### src/hav_pkg.sv
// shared widths, latencies and cordic tables for the haversine distance pipeline
package hav_pkg;

   // request and response field widths
   localparam int LAT_W    = 24;
   localparam int LON_W    = 25;
   localparam int DIST_W   = 26;
   localparam int RADIUS_W = 16;

   // angle conversion: sign-extended degrees in, binary angle out
   localparam int ANG_W           = 26;
   localparam int BAM_W           = 32;
   localparam int LAT_FRAC_SHIFT  = 16;
   localparam int HALF_FRAC_SHIFT = 15;

   // cordic datapath
   localparam int CORDIC_STEPS = 24;
   localparam int CORDIC_W     = 34;
   localparam int CZ_W         = BAM_W + 1;
   localparam int TRIG_W       = 32;
   localparam int Q_FRAC       = 30;
   localparam int ATAN_W       = 30;

   localparam logic [CORDIC_W-1:0] CORDIC_GAIN_INV = CORDIC_W'(652032874);

   // arctangent of 2^-i as a binary angle (2^32 per turn)
   localparam logic [ATAN_W-1:0] ATAN_BAM [CORDIC_STEPS] = '{
      ATAN_W'(536870912), ATAN_W'(316933406), ATAN_W'(167458907), ATAN_W'(85004756),
      ATAN_W'(42667331),  ATAN_W'(21354465),  ATAN_W'(10679838),  ATAN_W'(5340245),
      ATAN_W'(2670163),   ATAN_W'(1335087),   ATAN_W'(667544),    ATAN_W'(333772),
      ATAN_W'(166886),    ATAN_W'(83443),     ATAN_W'(41722),     ATAN_W'(20861),
      ATAN_W'(10430),     ATAN_W'(5215),      ATAN_W'(2608),      ATAN_W'(1304),
      ATAN_W'(652),       ATAN_W'(326),       ATAN_W'(163),       ATAN_W'(81)
   };

   // square root: one result bit per stage
   localparam int SQ_STEPS = 31;
   localparam int SQ_W     = 2 * SQ_STEPS;

   // stage counts of the sub-blocks
   localparam int BAM_LAT = 6;
   localparam int ROT_LAT = CORDIC_STEPS + 2;
   localparam int SQ_LAT  = SQ_STEPS + 1;
   localparam int VEC_LAT = CORDIC_STEPS + 1;

endpackage

### src/hav_isqrt.sv
// pipelined integer square root, one result bit per stage
module hav_isqrt (
   input  logic                            clock,
   input  logic [hav_pkg::SQ_W-1:0]        radicand,
   output logic [hav_pkg::SQ_STEPS-1:0]    root
);
   import hav_pkg::*;

   logic [SQ_W-1:0] rem_ff  [SQ_STEPS+1];
   logic [SQ_W-1:0] root_ff [SQ_STEPS+1];

   always_ff @(posedge clock) begin
      rem_ff[0]  <= radicand;
      root_ff[0] <= '0;
   end

   // trial subtract at bit weight 4^(SQ_STEPS-1-k)
   for (genvar k = 0; k < SQ_STEPS; k++) begin : g_digit
      localparam logic [SQ_W-1:0] WEIGHT = SQ_W'(1) << (2 * (SQ_STEPS - 1 - k));
      logic [SQ_W-1:0] trial;
      logic [SQ_W-1:0] rem_in;
      logic [SQ_W-1:0] root_in;

      always_comb begin
         trial = root_ff[k] + WEIGHT;
         if (rem_ff[k] >= trial) begin
            rem_in  = rem_ff[k] - trial;
            root_in = (root_ff[k] >> 1) + WEIGHT;
         end else begin
            rem_in  = rem_ff[k];
            root_in = root_ff[k] >> 1;
         end
      end

      always_ff @(posedge clock) begin
         rem_ff[k+1]  <= rem_in;
         root_ff[k+1] <= root_in;
      end
   end

   assign root = root_ff[SQ_STEPS][SQ_STEPS-1:0];

endmodule

### config.mk
export PLATFORM = sky130hd
export DESIGN_NAME = hav_isqrt
export DESIGN_NICKNAME = d
export VERILOG_FILES = /design/src/hav_pkg.sv /design/src/hav_isqrt.sv
export SDC_FILE = /design/constraint.sdc
export NUM_CORES = 2
export LEC_CHECK = 0
export CAP_MARGIN = 40
export CORE_MARGIN = 5
export CORE_UTILIZATION = 30
export DETAILED_ROUTE_END_ITERATION = 10
export DONT_BUFFER_PORTS = 1
export PLACE_DENSITY = 0.46
export SLEW_MARGIN = 20
export SYNTH_ARGS = -nofsm -noshare
export SYNTH_HDL_FRONTEND = slang
export SYNTH_SLANG_ARGS = --single-unit
### constraint.sdc
create_clock -name clock -period 4.5 [get_ports clock]
set_input_delay 0.45 -clock clock [delete_from_list [all_inputs] [get_ports clock]]
set_output_delay 0.45 -clock clock [all_outputs]
set_load 0.005 [all_outputs]
==> flow_metrics.env <==
export IMPL_clock_path_buffers=4
export IMPL_start_kind="flip-flop"
export IMPL_cts_made_buffers=267
export IMPL_synthMuxAreaShare_pct=0.879
export IMPL_max_freq_ghz=0.246
export IMPL_die_y_um=556
export IMPL_tritoncts="built"
export IMPL_fill_cells=29600
export IMPL_grt_pass1_wl_mm=373
export IMPL_place_area_um2=94900
export IMPL_post_route_min_period_ns=4.06
export IMPL_timing_rr_start="root_ff[24][35]"
export IMPL_initial_utilization_pct=30.1
export IMPL_startpoint="root_ff[24][35]"
export IMPL_antenna_found_initial=6
export IMPL_via_per_inst=4.67
export IMPL_ys_seq_area_share_pct=54.1
export IMPL_synthCells=8923
export IMPL_clockRootBuffer="clkbuf_16"
export IMPL_regArea_um2=48400
export IMPL_yosysTopAreaCell="dfxtp_1"
export IMPL_fin_setup_tns_ns=0
export IMPL_cap_violations=0
export IMPL_grt_setup_unrepaired="no"
export IMPL_dpl_worst_slack_ns=0.500
export IMPL_ys_ff_latch=2418
export IMPL_synth_top_family_by_area="simple AND/OR/NAND/NOR gates"
export IMPL_tightest_slew_ns=0.999
export IMPL_crit_required_ns=5.15
export IMPL_final_period_utilization_pct=90.3
export IMPL_routed_wl_mm=241
export IMPL_fin_ws_ns=0.435
export IMPL_fp_dieArea_um2=309000
export IMPL_hold_path_class="in2reg"
export IMPL_ys_top_cells_by_count="dfxtp_1, inv_1, nand2_1"
export IMPL_multi_input_area_um2=38200
export IMPL_ir_worst_vdd_uv=447
export IMPL_die_x_um=556
export IMPL_htreeDepth=5
export IMPL_powerDensity_nw_per_um2=654
export IMPL_wl_met2_mm=126
export IMPL_cp_max_fo=11
export IMPL_postCtsSetupBuffers=0
export IMPL_clk_pin_slew_worst_paths_ns=0.06
export IMPL_place_congestion=0.857
export IMPL_rows=200
export IMPL_grt_pass1_vias=64600
export IMPL_report_power_total_uw=68500
export IMPL_hold_viol_final=0
export IMPL_grt_max_degree=58
export IMPL_wl_met3_mm=7.92
export IMPL_io_pin_count=94
export IMPL_synth_xor_area_share_pct=8.10
export IMPL_end_kind="flip-flop"
export IMPL_syn_area_um2=89500
export IMPL_top_layer="met4"
export IMPL_first_iter_violations=3341
export IMPL_crit_type="reg2reg"
export IMPL_ys_top_cells_by_area="dfxtp_1, ha_1, xnor2_1"
export IMPL_wl_per_cell_um=18.0
export IMPL_p_leak_uw=0.0470
export IMPL_grt_overflow_total=0
export IMPL_dp_hpwl_mm=193
export IMPL_synth_warnings=0
export IMPL_syn2layout_area_growth_pct=16.9
export IMPL_synth_nets=9511
export IMPL_synth_ff_type="dfxtp_1"
export IMPL_io_buffers=0
export IMPL_synthDistinctLibCells=83
export IMPL_setup_viol=0
export IMPL_fin_nets=9811
export IMPL_clk_latency_ns=0.87
export IMPL_maxSlewViolCount=0
export IMPL_route_detailed_drc=0
export IMPL_synth_compound_area_share_pct=11.1
export IMPL_async_flop_share_pct=0
export IMPL_core_um2=297000
export IMPL_yosysTopAreaCellShare_pct=54.1
export IMPL_clkSinkCount=2418
export IMPL_syn_area_per_cell_um2=10.0
export IMPL_synth_fa_ha_area_share_pct=7.34
export IMPL_run_status="finished, final reports clean"
export IMPL_yosys_area_share_simple_pct=15.2
export IMPL_synth_edf_count=0
export IMPL_holdCritStartpoint="radicand[55]"
export IMPL_arrival_ns=4.72
export IMPL_design_area_um2=105000
export IMPL_relSlewSlack_pct=32.8
export IMPL_synth_most_common_cell="dfxtp_1"
export IMPL_drive_gt1_share_pct=7.29
export IMPL_vias=62500
export IMPL_fin_skew_ns=0.0925
export IMPL_ant_nets=0
export IMPL_wl_met1_mm=97.4
export IMPL_first_pass_iters=7
export IMPL_grt_usage_pct=15.2
layout by cell type, fill, tap and decap left out, types with 61 or more instances in the layout:
cell type / synthesis / routed
or4_1: 65 / 65
dlygate4sd3_1: 0 / 62
a21o_1: 186 / 186
nor4_1: 316 / 309
buf_4: 0 / 110
nor2_1: 600 / 600
o21ai_0: 411 / 411
or3_1: 88 / 88
nand2_1: 611 / 611
nor3_1: 246 / 243
nand2b_1: 132 / 132
nand3_1: 144 / 144
inv_1: 638 / 638
ha_1: 525 / 525
mux2_2: 61 / 61
nand4_1: 131 / 131
xnor2_1: 431 / 431
a21oi_1: 588 / 588
dfxtp_1: 2418 / 2418
nor2b_1: 67 / 67
clkbuf_16: 0 / 270
o21a_1: 89 / 89
xor2_1: 397 / 397
stage by stage:
stage,utilization (%),instances,hold WS (ns)
3_3_place_gp,31.9,12800,0.329
6_report,35.2,13400,0.104
3_5_place_dp,31.9,12800,0.332
4_1_cts,35.2,13400,0.0104
2_1_floorplan,-,8923,0.322
5_1_grt,35.2,13400,0.0411
power by group:
group | internal [µW] | switching, µW
clock | 13400 | 8860
sequential | 26200 | 4310
combinational | 6940 | 8790
total | 46500 | 22000
state kept, by name (all words and copies together), names as in the netlist:
name,cells
rem_ff,1922
root_ff,496
layer usage:
layer,global-route usage [%],up-vias
met2,29.0,1111
met5,0,-
met1,17.0,29300
met4,6.05,0
li1,-,31600
met3,1.92,456
critical path, cell delays in order (launching register included):
cell     delay (ns)
dfxtp_1        0.36
inv_1          0.05
ha_1           0.36
and2_0         0.41
nor3b_1        0.31
nand3_1        0.22
or4_1          0.72
nand4_1        0.24
a41oi_4        0.07
or3_1          0.60
o41ai_1        0.41
o31ai_1        0.13
final cells by class:
cell class                 instances  share of cell area [%]
tap                             3939                    4.71
multi-input combinational       5712                    36.5
clock inverter                   109                    1.36
sequential                      2418                    46.3
clock buffer                     372                    7.35
antenna                            2                 0.00478
inverter                         640                    2.30
timing repair buffer             184                    1.48
path summary, 6_finish.rpt:
| path | to | slack [ns] | cells after the start |
|---|---|---|---|
| setup / recovery | rem_ff[1][610] | 0.44 | 11 |
| hold / removal | rem_ff[0][55] | 0.10 | 1 |
| setup reg to reg | rem_ff[1][610] | 0.44 | 11 |
| hold reg to reg | root_ff[25][36] | 0.31 | 0 |
cell families (layout without fill, tap and decap cells):
| logic type | count (synthesis) | count (layout) |
|---|---|---|
| AO/OA/AOI/OAI | 1634 | 1634 |
| other | 0 | 2 |
| flip-flops | 2418 | 2418 |
| buffers and inverters | 793 | 1305 |
| XOR/XNOR | 828 | 828 |
| AND/OR/NAND/NOR | 2654 | 2654 |
| adder cells (fa/ha/maj) | 525 | 525 |
| multiplexers | 71 | 71 |
what timing repair did:
item	in CTS	in global routing
resized for setup	0	0
hold buffers	62	0
endpoints found under the hold margin	62	0
Note: power is estimated with default switching activity, not from simulation.
